<file path="src/rtl/adem_pkg.sv">
// Shared types, constants and register codes for the dead-band EMA g-force plotter.
package adem_pkg;

   // Configuration port
   localparam int CSR_ADDR_W = 5;
   localparam int CSR_DATA_W = 32;

   // Shared serial divider: dividend = divisor width + quotient width
   localparam int DIV_DVS_W = 21;
   localparam int DIV_QUO_W = 16;
   localparam int DIV_DVD_W = DIV_DVS_W + DIV_QUO_W;

   // m/s^2 Q8.8 to g Q3.12: round(mag * 1600000 / 980665), done as
   // (2*mag*1600000 + 980665) / 1961330
   localparam logic signed [22:0]          G_SCALE   = 23'sd3200000;
   localparam logic [DIV_DVD_W-1:0]        G_ROUND   = 37'd980665;
   localparam logic [DIV_DVS_W-1:0]        G_DIVISOR = 21'd1961330;

   // Jerk thresholds: jerk*20 > 4096 and jerk*50 > 4096
   localparam logic [17:0] JERK_HIGH = 18'd205;
   localparam logic [17:0] JERK_MID  = 18'd82;

   localparam logic [12:0] ALPHA_ONE = 13'd4096;

   typedef enum logic [2:0] {
      REG_DB_BASE   = 3'd0,
      REG_DB_MIN    = 3'd1,
      REG_ALPHA     = 3'd2,
      REG_KNEE      = 3'd3,
      REG_INNER     = 3'd4,
      REG_OUTER     = 3'd5,
      REG_CENTER    = 3'd6,
      REG_THRESHOLD = 3'd7
   } reg_index_type;

   typedef struct packed {
      logic [11:0] dead_band_base;
      logic [11:0] dead_band_min;
      logic [12:0] smoothing_alpha;
      logic [11:0] knee_level;
      logic [7:0]  inner_radius;
      logic [7:0]  outer_radius;
      logic [8:0]  plot_center;
      logic [7:0]  move_threshold;
   } cfg_type;

   localparam cfg_type CFG_RESET = '{
      dead_band_base:  12'd328,
      dead_band_min:   12'd82,
      smoothing_alpha: 13'd1229,
      knee_level:      12'd1229,
      inner_radius:    8'd80,
      outer_radius:    8'd160,
      plot_center:     9'd233,
      move_threshold:  8'd32
   };

   typedef struct packed {
      logic               mode;
      logic signed [15:0] accel_lateral;
      logic signed [15:0] accel_vertical;
   } req_item_type;

   typedef struct packed {
      logic [8:0]         marker_x;
      logic [8:0]         marker_y;
      logic               moved;
      logic signed [15:0] filtered_x;
      logic signed [15:0] filtered_y;
   } rsp_item_type;

endpackage

</file>
<file path="src/rtl/adem_csr.sv">
// Configuration register file with APB-style access.
module adem_csr (
   input  logic                               clock,
   input  logic                               reset,
   input  logic                               psel,
   input  logic                               penable,
   input  logic                               pwrite,
   input  logic [adem_pkg::CSR_ADDR_W-1:0]    paddr,
   input  logic [adem_pkg::CSR_DATA_W-1:0]    pwdata,
   output logic [adem_pkg::CSR_DATA_W-1:0]    prdata,
   output logic                               pready,
   output adem_pkg::cfg_type                  cfg
);

   adem_pkg::cfg_type       cfg_ff, cfg_in;
   adem_pkg::reg_index_type index;
   logic                    wr_en;

   assign index  = adem_pkg::reg_index_type'(paddr[adem_pkg::CSR_ADDR_W-1:2]);
   assign wr_en  = psel && penable && pwrite;
   assign pready = 1'b1;
   assign cfg    = cfg_ff;

   always_comb begin
      cfg_in = cfg_ff;
      if (wr_en) begin
         case (index)
            adem_pkg::REG_DB_BASE:   cfg_in.dead_band_base  = pwdata[11:0];
            adem_pkg::REG_DB_MIN:    cfg_in.dead_band_min   = pwdata[11:0];
            adem_pkg::REG_ALPHA:     cfg_in.smoothing_alpha = pwdata[12:0];
            adem_pkg::REG_KNEE:      cfg_in.knee_level      = pwdata[11:0];
            adem_pkg::REG_INNER:     cfg_in.inner_radius    = pwdata[7:0];
            adem_pkg::REG_OUTER:     cfg_in.outer_radius    = pwdata[7:0];
            adem_pkg::REG_CENTER:    cfg_in.plot_center     = pwdata[8:0];
            adem_pkg::REG_THRESHOLD: cfg_in.move_threshold  = pwdata[7:0];
            default:                 cfg_in = cfg_ff;
         endcase
      end
   end

   always_comb begin
      case (index)
         adem_pkg::REG_DB_BASE:   prdata = 32'(cfg_ff.dead_band_base);
         adem_pkg::REG_DB_MIN:    prdata = 32'(cfg_ff.dead_band_min);
         adem_pkg::REG_ALPHA:     prdata = 32'(cfg_ff.smoothing_alpha);
         adem_pkg::REG_KNEE:      prdata = 32'(cfg_ff.knee_level);
         adem_pkg::REG_INNER:     prdata = 32'(cfg_ff.inner_radius);
         adem_pkg::REG_OUTER:     prdata = 32'(cfg_ff.outer_radius);
         adem_pkg::REG_CENTER:    prdata = 32'(cfg_ff.plot_center);
         adem_pkg::REG_THRESHOLD: prdata = 32'(cfg_ff.move_threshold);
         default:                 prdata = '0;
      endcase
   end

   always_ff @(posedge clock) begin
      if (reset) begin
         cfg_ff <= adem_pkg::CFG_RESET;
      end else begin
         cfg_ff <= cfg_in;
      end
   end

endmodule

</file>
<file path="src/rtl/adem_div.sv">
// Shared restoring divider, one quotient bit per cycle.
module adem_div (
   input  logic                              clock,
   input  logic                              reset,
   input  logic                              start,
   input  logic [adem_pkg::DIV_DVD_W-1:0]    dividend,
   input  logic [adem_pkg::DIV_DVS_W-1:0]    divisor,
   output logic                              done,
   output logic [adem_pkg::DIV_QUO_W-1:0]    quotient
);

   localparam int DVS_W = adem_pkg::DIV_DVS_W;
   localparam int QUO_W = adem_pkg::DIV_QUO_W;
   localparam int DVD_W = adem_pkg::DIV_DVD_W;
   localparam int CNT_W = $clog2(QUO_W + 1);

   logic [DVS_W-1:0] rem_ff, rem_in;
   logic [DVS_W-1:0] dvs_ff, dvs_in;
   logic [QUO_W-1:0] low_ff, low_in;
   logic [QUO_W-1:0] quo_ff, quo_in;
   logic [CNT_W-1:0] cnt_ff, cnt_in;
   logic             done_ff, done_in;
   logic [DVS_W:0]   trial;
   logic             fits;

   // Quotient must fit QUO_W bits, so the top of the dividend starts below the divisor
   assign trial    = {rem_ff, low_ff[QUO_W-1]};
   assign fits     = trial >= {1'b0, dvs_ff};
   assign done     = done_ff;
   assign quotient = quo_ff;

   always_comb begin
      rem_in  = rem_ff;
      dvs_in  = dvs_ff;
      low_in  = low_ff;
      quo_in  = quo_ff;
      cnt_in  = cnt_ff;
      done_in = 1'b0;
      if (start) begin
         rem_in = dividend[DVD_W-1:QUO_W];
         low_in = dividend[QUO_W-1:0];
         dvs_in = divisor;
         quo_in = '0;
         cnt_in = CNT_W'(QUO_W);
      end else if (cnt_ff != '0) begin
         if (fits) begin
            rem_in = DVS_W'(trial - {1'b0, dvs_ff});
         end else begin
            rem_in = trial[DVS_W-1:0];
         end
         low_in  = {low_ff[QUO_W-2:0], 1'b0};
         quo_in  = {quo_ff[QUO_W-2:0], fits};
         cnt_in  = cnt_ff - 1'b1;
         done_in = (cnt_ff == CNT_W'(1));
      end
   end

   always_ff @(posedge clock) begin
      if (reset) begin
         cnt_ff  <= '0;
         done_ff <= 1'b0;
      end else begin
         cnt_ff  <= cnt_in;
         done_ff <= done_in;
      end
      rem_ff <= rem_in;
      dvs_ff <= dvs_in;
      low_ff <= low_in;
      quo_ff <= quo_in;
   end

endmodule

</file>
<file path="src/rtl/adem_core.sv">
// Sequencer and datapath: g conversion, dead band, EMA, pixel mapping, move latch.
module adem_core (
   input  logic                    clock,
   input  logic                    reset,
   input  adem_pkg::cfg_type       cfg,
   input  logic                    req_valid,
   output logic                    req_stall,
   input  adem_pkg::req_item_type  req_item,
   output logic                    rsp_valid,
   input  logic                    rsp_stall,
   output adem_pkg::rsp_item_type  rsp_item
);

   typedef enum logic [12:0] {
      S_IDLE   = 13'b0000000000001,
      S_GMUL   = 13'b0000000000010,
      S_GSTART = 13'b0000000000100,
      S_GWAIT  = 13'b0000000001000,
      S_JERK   = 13'b0000000010000,
      S_EMA1   = 13'b0000000100000,
      S_EMA2   = 13'b0000001000000,
      S_EMA3   = 13'b0000010000000,
      S_OSEL   = 13'b0000100000000,
      S_OMUL   = 13'b0001000000000,
      S_OSTART = 13'b0010000000000,
      S_OWAIT  = 13'b0100000000000,
      S_PLACE  = 13'b1000000000000
   } state_type;

   state_type state_ff, state_in;
   logic      axis_ff, axis_in;

   logic signed [16:0] ax_ff, ax_in, ay_ff, ay_in;
   logic signed [15:0] gx_ff, gx_in, gy_ff, gy_in;
   logic signed [15:0] prevx_ff, prevx_in, prevy_ff, prevy_in;
   logic signed [16:0] bandx_ff, bandx_in, bandy_ff, bandy_in;
   logic signed [19:0] smx_ff, smx_in, smy_ff, smy_in;
   logic signed [43:0] prod_ff, prod_in;
   logic signed [34:0] acc_ff, acc_in;
   logic [16:0]        mag_ff, mag_in;
   logic               neg_ff, neg_in, mid_ff, mid_in;
   logic signed [12:0] offx_ff, offx_in, offy_ff, offy_in;
   logic [12:0]        latx_ff, latx_in, laty_ff, laty_in;
   logic               rsp_valid_ff, rsp_valid_in;
   adem_pkg::rsp_item_type rsp_item_ff, rsp_item_in;

   // Shared multiplier operands
   logic signed [20:0] mul_a;
   logic signed [22:0] mul_b;
   logic               mul_en;

   // Divider hookup
   logic                              div_start, div_done;
   logic [adem_pkg::DIV_DVD_W-1:0]    div_dividend;
   logic [adem_pkg::DIV_DVS_W-1:0]    div_divisor;
   logic [adem_pkg::DIV_QUO_W-1:0]    div_quot;

   // Derived configuration
   logic [12:0]        alpha_eff;
   logic [15:0]        knee16;
   logic [11:0]        inner16, outer16;
   logic signed [12:0] diff16;
   logic [12:0]        diff_abs;

   // Axis-selected values
   logic signed [16:0] ax_sel;
   logic signed [19:0] sm_sel;
   logic signed [16:0] band_sel;
   logic [16:0]        ax_mag;
   logic [19:0]        sm_mag;

   // Per-step results
   logic signed [15:0] g_conv;
   logic [17:0]        jerk;
   logic [11:0]        dead;
   logic signed [34:0] ema_sum;
   logic [11:0]        q12;
   logic signed [13:0] pix;
   logic signed [12:0] off_new;
   logic [12:0]        posx, posy;
   logic               moved;
   logic               out_free;

   function automatic logic [16:0] abs_diff16(input logic signed [15:0] a,
                                              input logic signed [15:0] b);
      logic signed [16:0] d;
      d = 17'(a) - 17'(b);
      return d[16] ? 17'(-d) : 17'(d);
   endfunction

   function automatic logic signed [16:0] apply_band(input logic signed [15:0] g,
                                                     input logic [11:0] band);
      logic signed [16:0] gw, dw, res;
      gw = 17'(g);
      dw = $signed({5'b0, band});
      if (gw > dw) begin
         res = gw - dw;
      end else if (gw < -dw) begin
         res = gw + dw;
      end else begin
         res = '0;
      end
      return res;
   endfunction

   function automatic logic [12:0] place(input logic signed [12:0] off,
                                         input logic [8:0] center,
                                         input logic [7:0] outer);
      logic signed [15:0] p, lo, hi;
      p  = $signed({3'b0, center, 4'b0}) + 16'(off) - 16'sd160;
      lo = $signed({3'b0, center, 4'b0}) - $signed({4'b0, outer, 4'b0});
      hi = $signed({3'b0, center, 4'b0}) + $signed({4'b0, outer, 4'b0}) - 16'sd320;
      if (p < lo) p = lo;
      if (p > hi) p = hi;
      if (p < 16'sd0) p = 16'sd0;
      if (p > 16'sd8191) p = 16'sd8191;
      return p[12:0];
   endfunction

   function automatic logic [12:0] abs_diff13(input logic [12:0] a, input logic [12:0] b);
      return (a > b) ? 13'(a - b) : 13'(b - a);
   endfunction

   function automatic logic signed [15:0] filtered(input logic signed [19:0] s);
      logic signed [20:0] t;
      logic signed [16:0] u;
      t = 21'(s) + 21'sd8;
      u = t[20:4];
      if (u > 17'sd32767) return 16'sh7FFF;
      if (u < -17'sd32768) return 16'sh8000;
      return u[15:0];
   endfunction

   adem_div u_div (
      .clock    (clock),
      .reset    (reset),
      .start    (div_start),
      .dividend (div_dividend),
      .divisor  (div_divisor),
      .done     (div_done),
      .quotient (div_quot)
   );

   assign alpha_eff = (cfg.smoothing_alpha > adem_pkg::ALPHA_ONE) ? adem_pkg::ALPHA_ONE
                                                                  : cfg.smoothing_alpha;
   assign knee16    = {((cfg.knee_level == '0) ? 12'd1 : cfg.knee_level), 4'b0};
   assign inner16   = {cfg.inner_radius, 4'b0};
   assign outer16   = {cfg.outer_radius, 4'b0};
   assign diff16    = $signed({1'b0, outer16}) - $signed({1'b0, inner16});
   assign diff_abs  = diff16[12] ? 13'(-diff16) : 13'(diff16);

   assign ax_sel   = axis_ff ? ay_ff : ax_ff;
   assign sm_sel   = axis_ff ? smy_ff : smx_ff;
   assign band_sel = axis_ff ? bandy_ff : bandx_ff;
   assign ax_mag   = ax_sel[16] ? 17'(-ax_sel) : 17'(ax_sel);
   assign sm_mag   = sm_sel[19] ? 20'(-sm_sel) : 20'(sm_sel);

   assign req_stall = (state_ff != S_IDLE);
   assign rsp_valid = rsp_valid_ff;
   assign rsp_item  = rsp_item_ff;
   assign out_free  = !rsp_valid_ff || !rsp_stall;

   // Multiplier operand select
   always_comb begin
      mul_a  = '0;
      mul_b  = '0;
      mul_en = 1'b0;
      case (state_ff)
         S_GMUL: begin
            mul_a  = $signed({4'b0, ax_mag});
            mul_b  = adem_pkg::G_SCALE;
            mul_en = 1'b1;
         end
         S_EMA1: begin
            mul_a  = 21'(sm_sel);
            mul_b  = $signed({10'b0, 13'(adem_pkg::ALPHA_ONE - alpha_eff)});
            mul_en = 1'b1;
         end
         S_EMA2: begin
            mul_a  = 21'(band_sel);
            mul_b  = $signed({10'b0, alpha_eff});
            mul_en = 1'b1;
         end
         S_OMUL: begin
            mul_a  = mid_ff ? $signed({4'b0, 17'(mag_ff - {1'b0, knee16})})
                            : $signed({4'b0, mag_ff});
            mul_b  = mid_ff ? $signed({11'b0, diff_abs[11:0]}) : $signed({11'b0, inner16});
            mul_en = 1'b1;
         end
         default: begin
            mul_en = 1'b0;
         end
      endcase
   end

   assign prod_in = mul_en ? (mul_a * mul_b) : prod_ff;

   // Divider operand select
   assign div_start    = (state_ff == S_GSTART) || (state_ff == S_OSTART);
   assign div_dividend = (state_ff == S_GSTART) ? (prod_ff[36:0] + adem_pkg::G_ROUND)
                                                : prod_ff[36:0];
   assign div_divisor  = (state_ff == S_GSTART) ? adem_pkg::G_DIVISOR :
                         mid_ff ? 21'(17'd65536 - {1'b0, knee16}) : 21'(knee16);

   // Saturate the converted magnitude and apply the sign
   always_comb begin
      if (!ax_sel[16]) begin
         g_conv = (div_quot > 16'd32767) ? 16'sh7FFF : $signed(div_quot);
      end else begin
         g_conv = (div_quot > 16'd32768) ? 16'sh8000 : 16'(-$signed({1'b0, div_quot}));
      end
   end

   assign jerk = 18'(abs_diff16(gx_ff, prevx_ff)) + 18'(abs_diff16(gy_ff, prevy_ff));
   assign dead = (jerk >= adem_pkg::JERK_HIGH) ? cfg.dead_band_min :
                 (jerk >= adem_pkg::JERK_MID)  ? {1'b0, cfg.dead_band_base[11:1]} :
                                                 cfg.dead_band_base;

   assign ema_sum = acc_ff + (35'(prod_ff) <<< 4);

   // Offset from the quotient: low segment is the quotient, middle segment moves it from inner toward outer
   assign q12 = div_quot[11:0];
   assign pix = mid_ff ? ($signed({2'b0, inner16}) +
                          (diff16[12] ? -$signed({2'b0, q12}) : $signed({2'b0, q12})))
                       : $signed({2'b0, q12});
   assign off_new = neg_ff ? 13'(-pix) : 13'(pix);

   assign posx  = place(offx_ff, cfg.plot_center, cfg.outer_radius);
   assign posy  = place(offy_ff, cfg.plot_center, cfg.outer_radius);
   assign moved = (abs_diff13(posx, latx_ff) > {5'b0, cfg.move_threshold}) ||
                  (abs_diff13(posy, laty_ff) > {5'b0, cfg.move_threshold});

   always_comb begin
      state_in     = state_ff;
      axis_in      = axis_ff;
      ax_in        = ax_ff;
      ay_in        = ay_ff;
      gx_in        = gx_ff;
      gy_in        = gy_ff;
      prevx_in     = prevx_ff;
      prevy_in     = prevy_ff;
      bandx_in     = bandx_ff;
      bandy_in     = bandy_ff;
      smx_in       = smx_ff;
      smy_in       = smy_ff;
      acc_in       = acc_ff;
      mag_in       = mag_ff;
      neg_in       = neg_ff;
      mid_in       = mid_ff;
      offx_in      = offx_ff;
      offy_in      = offy_ff;
      latx_in      = latx_ff;
      laty_in      = laty_ff;
      rsp_item_in  = rsp_item_ff;
      rsp_valid_in = rsp_valid_ff && rsp_stall;

      case (state_ff)
         S_IDLE: begin
            if (req_valid) begin
               if (req_item.mode) begin
                  // Clear the filter, keep the latched position
                  smx_in   = '0;
                  smy_in   = '0;
                  prevx_in = '0;
                  prevy_in = '0;
               end else begin
                  ax_in    = 17'(-17'(req_item.accel_lateral));
                  ay_in    = 17'(req_item.accel_vertical);
                  axis_in  = 1'b0;
                  state_in = S_GMUL;
               end
            end
         end
         S_GMUL:   state_in = S_GSTART;
         S_GSTART: state_in = S_GWAIT;
         S_GWAIT: begin
            if (div_done) begin
               if (!axis_ff) begin
                  gx_in    = g_conv;
                  axis_in  = 1'b1;
                  state_in = S_GMUL;
               end else begin
                  gy_in    = g_conv;
                  axis_in  = 1'b0;
                  state_in = S_JERK;
               end
            end
         end
         S_JERK: begin
            bandx_in = apply_band(gx_ff, dead);
            bandy_in = apply_band(gy_ff, dead);
            prevx_in = gx_ff;
            prevy_in = gy_ff;
            state_in = S_EMA1;
         end
         S_EMA1: state_in = S_EMA2;
         S_EMA2: begin
            acc_in   = 35'(prod_ff) + 35'sd2048;
            state_in = S_EMA3;
         end
         S_EMA3: begin
            if (!axis_ff) begin
               smx_in = ema_sum[31:12];
            end else begin
               smy_in = ema_sum[31:12];
            end
            state_in = S_OSEL;
         end
         S_OSEL: begin
            neg_in = sm_sel[19];
            mag_in = sm_mag[16:0];
            if (sm_mag <= {4'b0, knee16}) begin
               mid_in   = 1'b0;
               state_in = S_OMUL;
            end else if (sm_mag <= 20'd65536) begin
               mid_in   = 1'b1;
               state_in = S_OMUL;
            end else begin
               // Past 1 g: saturate at the outer radius
               if (!axis_ff) begin
                  offx_in = sm_sel[19] ? -$signed({1'b0, outer16}) : $signed({1'b0, outer16});
                  axis_in  = 1'b1;
                  state_in = S_EMA1;
               end else begin
                  offy_in = sm_sel[19] ? -$signed({1'b0, outer16}) : $signed({1'b0, outer16});
                  axis_in  = 1'b0;
                  state_in = S_PLACE;
               end
            end
         end
         S_OMUL:   state_in = S_OSTART;
         S_OSTART: state_in = S_OWAIT;
         S_OWAIT: begin
            if (div_done) begin
               if (!axis_ff) begin
                  offx_in  = off_new;
                  axis_in  = 1'b1;
                  state_in = S_EMA1;
               end else begin
                  offy_in  = off_new;
                  axis_in  = 1'b0;
                  state_in = S_PLACE;
               end
            end
         end
         S_PLACE: begin
            // Hold until the output register is free
            if (out_free) begin
               rsp_item_in.marker_x   = posx[12:4];
               rsp_item_in.marker_y   = posy[12:4];
               rsp_item_in.moved      = moved;
               rsp_item_in.filtered_x = filtered(smx_ff);
               rsp_item_in.filtered_y = filtered(smy_ff);
               rsp_valid_in           = 1'b1;
               if (moved) begin
                  latx_in = posx;
                  laty_in = posy;
               end
               state_in = S_IDLE;
            end
         end
         default: state_in = S_IDLE;
      endcase
   end

   always_ff @(posedge clock) begin
      if (reset) begin
         state_ff     <= S_IDLE;
         axis_ff      <= 1'b0;
         smx_ff       <= '0;
         smy_ff       <= '0;
         prevx_ff     <= '0;
         prevy_ff     <= '0;
         latx_ff      <= '0;
         laty_ff      <= '0;
         rsp_valid_ff <= 1'b0;
      end else begin
         state_ff     <= state_in;
         axis_ff      <= axis_in;
         smx_ff       <= smx_in;
         smy_ff       <= smy_in;
         prevx_ff     <= prevx_in;
         prevy_ff     <= prevy_in;
         latx_ff      <= latx_in;
         laty_ff      <= laty_in;
         rsp_valid_ff <= rsp_valid_in;
      end
      ax_ff       <= ax_in;
      ay_ff       <= ay_in;
      gx_ff       <= gx_in;
      gy_ff       <= gy_in;
      bandx_ff    <= bandx_in;
      bandy_ff    <= bandy_in;
      prod_ff     <= prod_in;
      acc_ff      <= acc_in;
      mag_ff      <= mag_in;
      neg_ff      <= neg_in;
      mid_ff      <= mid_in;
      offx_ff     <= offx_in;
      offy_ff     <= offy_in;
      rsp_item_ff <= rsp_item_in;
   end

endmodule

</file>
<file path="src/rtl/accel_deadband_ema_plotter_top.sv">
// Top level of the adaptive dead-band EMA g-force plotter.
// An axis whose smoothed value lies beyond 1 g skips its offset division and saturates at the
// outer radius. A clear item leaves the sequencer idle and produces no result.
// Samples are taken one at a time; a new one is accepted only when the sequencer is back in idle.
// The shared 16-step divider runs up to four times per sample (two g conversions, two offsets).
// Reset: synchronous; registers return to defaults, filter and latch state to zero.
module accel_deadband_ema_plotter_top (
   input  logic                              clock,
   input  logic                              reset,
   input  logic                              req_valid,
   output logic                              req_stall,
   input  adem_pkg::req_item_type            req_item,
   output logic                              rsp_valid,
   input  logic                              rsp_stall,
   output adem_pkg::rsp_item_type            rsp_item,
   input  logic                              psel,
   input  logic                              penable,
   input  logic                              pwrite,
   input  logic [adem_pkg::CSR_ADDR_W-1:0]   paddr,
   input  logic [adem_pkg::CSR_DATA_W-1:0]   pwdata,
   output logic [adem_pkg::CSR_DATA_W-1:0]   prdata,
   output logic                              pready
);

   adem_pkg::cfg_type cfg;

   adem_csr u_csr (
      .clock   (clock),
      .reset   (reset),
      .psel    (psel),
      .penable (penable),
      .pwrite  (pwrite),
      .paddr   (paddr),
      .pwdata  (pwdata),
      .prdata  (prdata),
      .pready  (pready),
      .cfg     (cfg)
   );

   adem_core u_core (
      .clock     (clock),
      .reset     (reset),
      .cfg       (cfg),
      .req_valid (req_valid),
      .req_stall (req_stall),
      .req_item  (req_item),
      .rsp_valid (rsp_valid),
      .rsp_stall (rsp_stall),
      .rsp_item  (rsp_item)
   );

   // A sample transfer occupies the sequencer
   a_busy_after_sample: assert property (@(posedge clock) disable iff (reset)
      (req_valid && !req_stall && !req_item.mode) |=> req_stall)
      else $error("sequencer took no work after a sample transfer");

   // A clear item never produces a result
   a_clear_no_result: assert property (@(posedge clock) disable iff (reset)
      (req_valid && !req_stall && req_item.mode && !rsp_valid) |=> !rsp_valid)
      else $error("result appeared after a clear item");

   // A result is only produced at the end of a busy sequence
   a_result_from_busy: assert property (@(posedge clock) disable iff (reset)
      $rose(rsp_valid) |-> $past(req_stall))
      else $error("result raised while the sequencer was idle");

endmodule

</file>
<file path="config.mk">
export PLATFORM = sky130hd
export DESIGN_NAME = accel_deadband_ema_plotter_top
export DESIGN_NICKNAME = d
export VERILOG_FILES = /design/src/rtl/adem_pkg.sv /design/src/rtl/adem_csr.sv /design/src/rtl/adem_div.sv /design/src/rtl/adem_core.sv /design/src/rtl/accel_deadband_ema_plotter_top.sv
export SDC_FILE = /design/constraint.sdc
export NUM_CORES = 2
export LEC_CHECK = 0
export ABC_CLOCK_PERIOD_IN_PS = 14510
export BUFFER_PORTS_ARGS = -buffer_cell sky130_fd_sc_hd__buf_2
export CAP_MARGIN = 20
export CORE_UTILIZATION = 30
export CTS_CLUSTER_SIZE = 8
export DETAILED_ROUTE_END_ITERATION = 12
export HOLD_SLACK_MARGIN = 0.05
export PLACE_DENSITY = 0.52
export SYNTH_ARGS = -nofsm -noshare
export SYNTH_HDL_FRONTEND = slang
export SYNTH_SLANG_ARGS = --single-unit
</file>
<file path="constraint.sdc">
create_clock -name clock -period 14.51 [get_ports clock]
set_input_delay 2.1765 -clock clock [delete_from_list [all_inputs] [get_ports clock]]
set_output_delay 2.1765 -clock clock [all_outputs]
set_load 0.02 [all_outputs]
</file>
# ---- Word level (Yosys, flattened, before mapping)
# Cells that the tools add are included.
dict set report word_totals {
  regBits 539
}
dict set report classes {
  n_lt_le_gt_ge 28
  n_eq_ne 37
  add_sub_neg 41
  multipliers 1
  muxes 112
  bitwise 4
  reduce_logical 43
}
# op n
set op_table {}
lappend op_table {{13-bit two-way mux} 27}
lappend op_table {{16-bit two-way mux} 21}
lappend op_table {{32-bit case mux with 8 select lines} 1}
lappend op_table {{17-bit two-way mux} 10}
lappend op_table {{13-bit case mux with 13 select lines} 1}
lappend op_table {{20-bit two-way mux} 6}
lappend op_table {{22-bit case mux with 4 select lines} 1}
lappend op_table {{21-bit two-way mux} 4}
lappend op_table {{21-bit case mux with 4 select lines} 1}
lappend op_table {{20-bit case mux with 2 select lines} 2}
lappend op_table {{16-bit case mux with 2 select lines} 2}
lappend op_table {{12-bit two-way mux} 5}
lappend op_table {{13-bit case mux with 2 select lines} 2}
lappend op_table {{13-bit subtractor} 4}
lappend op_table {{17-bit negation} 3}
lappend op_table {{20-bit by 5-bit adder with 21-bit output, second input constant} 2}
lappend op_table {{37-bit by 20-bit adder with 37-bit output, second input constant} 1}
lappend op_table {{21-bit by 23-bit multiplier with 37-bit output} 1}
lappend op_table {{37-bit two-way mux} 1}
lappend op_table {{16-bit by 13-bit adder with 17-bit output} 2}
lappend op_table {{17-bit by 16-bit > comparator with 1-bit output, second input constant} 2}
lappend op_table {{16-bit by 17-bit < comparator with 1-bit output} 2}
lappend op_table {{17-bit by 16-bit < comparator with 1-bit output, second input constant} 2}
lappend op_table {{16-bit by 13-bit subtractor with 17-bit output} 2}
lappend op_table {{78 further kinds} 161}

# ---- Logic depth before layout (Yosys ltp)
dict set report depth {
  word_depth 15
  ltp_mapped 55
}

# ---- Modules after synthesis
# From an unflattened synthesis, not the netlist that was laid out.
dict set report unflattened {
  cells_unflattened 6241
  area_unflattened_um2 54215.7
}
# module area_each_um2 n_inst seq_area_each_um2 cells_per_inst
set modules_own_cells {}
lappend modules_own_cells {adem_core 45721.4 1 10069.7 5292}
lappend modules_own_cells {adem_div 4484.3 1 2182.1 452}
lappend modules_own_cells {adem_csr 4010.1 1 1641.6 497}

# ---- Least setup slack after synthesis
# Ideal clock, no wire load.
dict set report synth_timing {
  path_kind {flip-flop to flip-flop}
  start {register u_csr.cfg_ff, in the netlist u_csr.cfg[9]}
  end {register u_core.latx_ff[10]}
  required_time_ns 14.382
  t_arrival_ns 10.857
  setup_slack_ns 3.526
  stages_incl_launch_ff 50
  cell_sequence {dfxtp_1 ha_1 a21o_1 and4_1 or4_1 and2_1 or3b_2 nor2_1 xor2_1 ha_1 or2_2 a221oi_1 o21bai_1 o21ai_1 clkbuf_1 nor2_1 a21oi_1 ha_1 (+14 left out) a21oi_1 o31ai_1 clkbuf_1 mux2_2 nand2_1 nand3_1 xor2_1 ha_1 o21ai_0 a21oi_1 o211ai_1 a21oi_1 nor3_1 nand4_1 o31ai_4 buf_6 mux2i_1 nor2_1}
}
dict set report synth_between {
  elab_chain_cells 15
  word_cells_on_any_way 35
  classes_between {11 x add/sub; 12 x order compare; 10 x mux; 2 x reduce/logical}
}
# element line
set synth_rtl {}
lappend synth_rtl {{start: declaration} adem_csr.sv:15} ;# adem_pkg::cfg_type cfg_ff, cfg_in;
lappend synth_rtl {{start signal: assignment} adem_csr.sv:57} ;# cfg_ff <= adem_pkg::CFG_RESET;
lappend synth_rtl {{start signal: assignment} adem_csr.sv:59} ;# cfg_ff <= cfg_in;
lappend synth_rtl {{14-bit by 13-bit adder with 15-bit output} adem_core.sv:110} ;# p = $signed({3'b0, center, 4'b0}) + 16'(off) - 16'sd160;
lappend synth_rtl {{16-bit by 9-bit subtractor with 16-bit output} adem_core.sv:110}
lappend synth_rtl {{16-bit < comparator} adem_core.sv:113} ;# if (p < lo) p = lo;
lappend synth_rtl {{16-bit two-way mux} adem_core.sv:113}
lappend synth_rtl {{16-bit > comparator} adem_core.sv:114} ;# if (p > hi) p = hi;
lappend synth_rtl {{16-bit two-way mux (*)} adem_core.sv:114}
lappend synth_rtl {{16-bit by 1-bit < comparator with 1-bit output} adem_core.sv:115} ;# if (p < 16'sd0) p = 16'sd0;
lappend synth_rtl {{16-bit two-way mux (*)} adem_core.sv:115}
lappend synth_rtl {{16-bit by 14-bit > comparator with 1-bit output} adem_core.sv:116} ;# if (p > 16'sd8191) p = 16'sd8191;
lappend synth_rtl {{13-bit two-way mux (*)} adem_core.sv:116}
lappend synth_rtl {{net u_core.posy[5]} adem_core.sv:80} ;# logic [12:0] posx, posy;
lappend synth_rtl {{13-bit subtractor / 13-bit > comparator (equally long branches)} adem_core.sv:121} ;# return (a > b) ? 13'(a - b) : 13'(b - a);
lappend synth_rtl {{13-bit two-way mux (*)} adem_core.sv:121}
lappend synth_rtl {{13-bit by 8-bit > comparator with 1-bit output (*)} adem_core.sv:231} ;# (abs_diff13(posy, laty_ff) > {5'b0, cfg.move_threshold});
lappend synth_rtl {{1-bit logical OR (*)} adem_core.sv:230} ;# assign moved = (abs_diff13(posx, latx_ff) > {5'b0, cfg.move_threshold}) ||
lappend synth_rtl {{3-bit AND reduction (no line) (*)} -}
lappend synth_rtl {{end signal: assignment} adem_core.sv:384} ;# latx_ff <= latx_in;
lappend synth_rtl {{end: declaration} adem_core.sv:43} ;# logic [12:0] latx_ff, latx_in, laty_ff, laty_in;
# The timed path passes the listed nets; every way through them passes the cells marked *.
# A chain may end at the register's enable or synchronous reset.

# ---- Worst setup path after layout
dict set report layout_timing {
  start {register u_csr.cfg_ff, in the netlist u_csr.cfg[9]}
  end {register u_core.laty_ff[11]}
}
dict set report layout_between {
  elab_chain_cells 15
  word_cells_on_any_way 35
  classes_between {11 x add/sub; 12 x order compare; 10 x mux; 2 x reduce/logical}
}
# element line
set layout_rtl {}
lappend layout_rtl {{14-bit by 13-bit adder with 15-bit output} adem_core.sv:110}
lappend layout_rtl {{16-bit by 9-bit subtractor with 16-bit output} adem_core.sv:110}
lappend layout_rtl {{16-bit < comparator} adem_core.sv:113}
lappend layout_rtl {{16-bit two-way mux} adem_core.sv:113}
lappend layout_rtl {{16-bit > comparator} adem_core.sv:114}
lappend layout_rtl {{16-bit two-way mux (*)} adem_core.sv:114}
lappend layout_rtl {{16-bit by 1-bit < comparator with 1-bit output} adem_core.sv:115}
lappend layout_rtl {{16-bit two-way mux (*)} adem_core.sv:115}
lappend layout_rtl {{16-bit by 14-bit > comparator with 1-bit output} adem_core.sv:116}
lappend layout_rtl {{13-bit two-way mux (*)} adem_core.sv:116}
lappend layout_rtl {{net u_core.posx[5]} adem_core.sv:80}
lappend layout_rtl {{13-bit subtractor / 13-bit > comparator (equally long branches)} adem_core.sv:121}
lappend layout_rtl {{13-bit two-way mux (*)} adem_core.sv:121}
lappend layout_rtl {{13-bit by 8-bit > comparator with 1-bit output (*)} adem_core.sv:230}
lappend layout_rtl {{1-bit logical OR (*)} adem_core.sv:230}
lappend layout_rtl {{3-bit AND reduction (no line) (*)} -}
lappend layout_rtl {{end signal: assignment} adem_core.sv:385} ;# laty_ff <= laty_in;
lappend layout_rtl {{end: declaration} adem_core.sv:43}
# Marked as above.

==> results.py <==
metrics = {
    "floorplan": {
        "die_area_sq_um": 182400,
        "start_util_pct": 30.28,
        "io_pins": 163,
        "coreArea_sq_um": 179000,
        "die_w_um": 427.0,
        "num_rows": 155,
        "fp.dieH_um": 427.0,
    },
    "timing": {
        "drv_slew": 0,
        "hold_viol": 0,
        "postLayoutSetupSlackWorst_ns": 1.887,
        "setup_tns_ns": 0,
        "max_slew_margin_pct": 25.65,
        "worst_clock_skew_ns": 0.04726,
        "clock.fmax_mhz": 79.22,
        "fin_crit_ns": 12.62,
        "setup_viol_count_final": 0,
        "hold_slack_ns": 0.4537,
        "rsz0062_at_grt": "no",
        "tightest_slew_ns": 1.113,
        "period_share_pct": 87.00,
    },
    "clocking": {
        "cts_resized": 0,
        "cts_num_sinks": 528,
        "cts_setup_buffers": 0,
        "cts_buffer_depth": 3,
        "insertion_delay_ns": 0.69,
        "clk_pin_slew_ns": 0.06,
        "postCtsHoldBufs": 0,
        "cts_tree": "yes",
        "cts.root.buffer_cell": "clkbuf_16",
        "cts_buffers": 79,
        "htree_levels": 3,
    },
    "setup_path": {
        "critPathArrivalTime_ns": 13.24,
        "reg2reg_from": "u_csr.cfg[9]",
        "r2r-end": "u_core.laty_ff[11]",
        "end_kind": "flip-flop",
        "crit_path_max_incr_delay_ns": 0.62,
        "r2r_cells": 46,
        "start_kind": "flip-flop",
        "cp_max_fo": 26,
        "rrSetupSlack_ns": 1.89,
        "required_ns": 15.12,
        "path_class": "flip-flop to flip-flop",
        "critical_path.slowest_cell": "dfxtp_1",
    },
    "routing": {
        "wl_per_cell_um": 19.86,
        "antenna_left": 0,
        "routed_via_density": 5.210,
        "routed_wirelength_um": 172600,
        "route.detailed.drc": 0,
        "first_pass_iters": 6,
        "vias": 45288,
        "drt_iter0_drc": 3229,
    },
    "synth": {
        "synth_top_area_cell": "edfxtp_1",
        "synth_edf_count": 311,
        "syn_area_sq_um": 54200,
        "synth_flop_cell": "edfxtp_1",
        "synthTopCellsByArea": "edfxtp_1 17%, ha_1 13%, fa_1 11%",
        "synth_top_area_share_pct": 17.23,
        "yosys_warnings": 0,
        "syn_avg_cell_area_sq_um": 8.697,
        "postSynthCellCount": 6232,
        "synthArstFlopShare_pct": 0,
        "ys_ff_latch": 528,
        "yosysUniqueCellTypes": 114,
        "synth_seq_area_share_pct": 25.25,
    },
    "global_routing": {
        "grt_max_degree": 88,
        "overflow": 0,
        "grt_use_total_pct": 18.66,
        "grt_first_pass_wirelength_um": 263200,
        "antenna_found_initial": 6,
        "first_global_vias": 43452,
    },
    "cells_and_area": {
        "fin_area_sq_um": 59900,
        "layout.nets": 7214,
        "fin_cells": 8692,
        "utilization_pct": 33.46,
        "area_growth_pct": 10.52,
        "drive_above_1_share_pct": 7.610,
        "n_fill_cell": 18609,
    },
    "hold_path": {
        "hp-class": "flip-flop to flip-flop",
        "hp-start": "u_core.smy_ff[0]",
        "worstHoldEndpoint": "u_core.smy_ff[0]",
        "holdPathStages": 2,
    },
    "pwr": {
        "pwr_density_cell_nw_per_um2": 96.69,
        "power.leakage_nw": 24.76,
        "p_total_mw": 5.792,
        "irDropWorstVdd_mv": 0.09958,
    },
    "placement": {
        "dp_cells": 8550,
        "dp_slack_ns": 1.997,
        "post_dp_cell_area_sq_um": 57470,
        "dpl.hpwl_um": 137900,
        "gp_congestion": 0.9315,
        "port_buffers": 121,
    },
    "status": {
        "status": "completed",
    },
    "run": {
        "maxCapViolCount": 0,
    },
}
==> cells in the mapped netlist (35+ instances only) <==
| cell | number |
|---|---|
| inv_1 | 658 |
| nor2_1 | 606 |
| nand2_1 | 566 |
| ha_1 | 565 |
| a21oi_1 | 365 |
| edfxtp_1 | 311 |
| fa_1 | 290 |
| o21ai_0 | 253 |
| xnor2_1 | 238 |
| dfxtp_1 | 217 |
| clkbuf_1 | 201 |
| mux2i_1 | 167 |
| nor3_1 | 152 |
| xor2_1 | 117 |
| nand3_1 | 110 |
| nor2b_1 | 99 |
| a21o_1 | 81 |
| nand2b_1 | 62 |
| and2_1 | 59 |
| o21a_1 | 59 |
| a211oi_1 | 54 |
| a31oi_1 | 54 |
| or3_1 | 53 |
| a22oi_1 | 51 |
| nand4_1 | 47 |
| nor3b_1 | 43 |
| a211o_1 | 42 |
| nor4_1 | 42 |
| o211ai_1 | 37 |
| and3_1 | 35 |
| mux2_2 | 35 |
| o21bai_1 | 35 |
| o31ai_1 | 35 |
==> worst max path at each step <==
stage | startpoint | end | slack, ns | cells past startpoint
2_1_floorplan | u_csr.cfg[9] | u_core.latx_ff[10] | 3.53 | 49
3_3_place_gp | u_csr.cfg[9] | u_core.laty_ff[11] | 2.09 | 47
3_5_place_dp | u_csr.cfg[9] | u_core.laty_ff[11] | 2.00 | 47
4_1_cts | u_csr.cfg[9] | u_core.laty_ff[7] | 1.96 | 47
5_1_grt | u_csr.cfg[9] | u_core.latx_ff[10] | 0.62 | 46
6_report | u_csr.cfg[9] | u_core.laty_ff[11] | 1.89 | 46
==> cells in the final DEF (no fill, tap or decap), types with 37 or more instances in the layout <==
cell       instances
fa_1             290
edfxtp_1         311
nor3b_1           39
a211oi_1          52
a22oi_1           51
nor2_1           605
a21o_1            81
clkbuf_16         80
buf_2            120
or3_1             53
a211o_1           42
nand2b_1          62
xor2_1           117
o211ai_1          37
nand2_1          566
nor2b_1           99
a31oi_1           53
nand4_1           47
o21a_1            59
nor4_1            42
nand3_1          110
dfxtp_1          216
ha_1             565
o21ai_0          252
a21oi_1          363
and2_1            59
buf_4             95
nor3_1           150
inv_1            658
mux2i_1          167
xnor2_1          238
==> registers in the layout (all words and copies together) (netlist names), 20 cells and up <==
register,count
u_core.rsp_item,51
u_core.smy_ff,20
u_core.prod_ff,37
u_core.acc_ff,28
u_core.smx_ff,20
u_core.u_div.rem_ff,21
u_csr.cfg,82
==> kinds of logic after synthesis <==
logic type,count (synthesis),synth area share (%)
multiplexers,211,4.169
adder cells (fa/ha/maj),855,23.75
AND/OR/NAND/NOR,1997,17.56
AO/OA/AOI/OAI,1347,16.73
other,2,0.01386
buffers and inverters,937,6.782
XOR/XNOR,355,5.737
flip-flops,528,25.25
==> per-layer routing <==
layer / track usage, % / routed length, um / up-vias
met5: 0 / 0 / -
met1: 25.87 / 80900 / 22035
li1: - / - / 21876
met4: 5.476 / 4662 / 0
met2: 30.20 / 78280 / 1179
met3: 2.260 / 8756 / 198
==> layout make-up <==
cell class                 count  area, sq um  share of cell area [%]
sequential                   528        13690                   22.85
clock buffer                 121         2206                   3.683
multi-input combinational   4790        37040                   61.83
antenna                        3        7.507                 0.01253
tap                         2355         2947                   4.919
clock inverter                12        148.9                  0.2486
inverter                     662         2485                   4.148
timing repair buffer         221         1385                   2.312
==> critical path, delay by kind of cell, from the launching register on <==
kind                       cells  cell delay (ns)
muxes                          1             0.40
buffers and inverters          4             1.08
DFF                            1             0.62
xor gates and xnor gates       2             0.35
adders and majority gates      5             1.68
AOI/OAI and AO/OA             23             5.60
and+or+nand+nor               11             2.77
==> power breakdown <==
group	internal, mW	switching, mW
registers	1.78	0.132
clock network	1.05	0.732
logic	0.811	1.29
total	3.64	2.15
No activity file was read; power rests on OpenSTA's default activity.
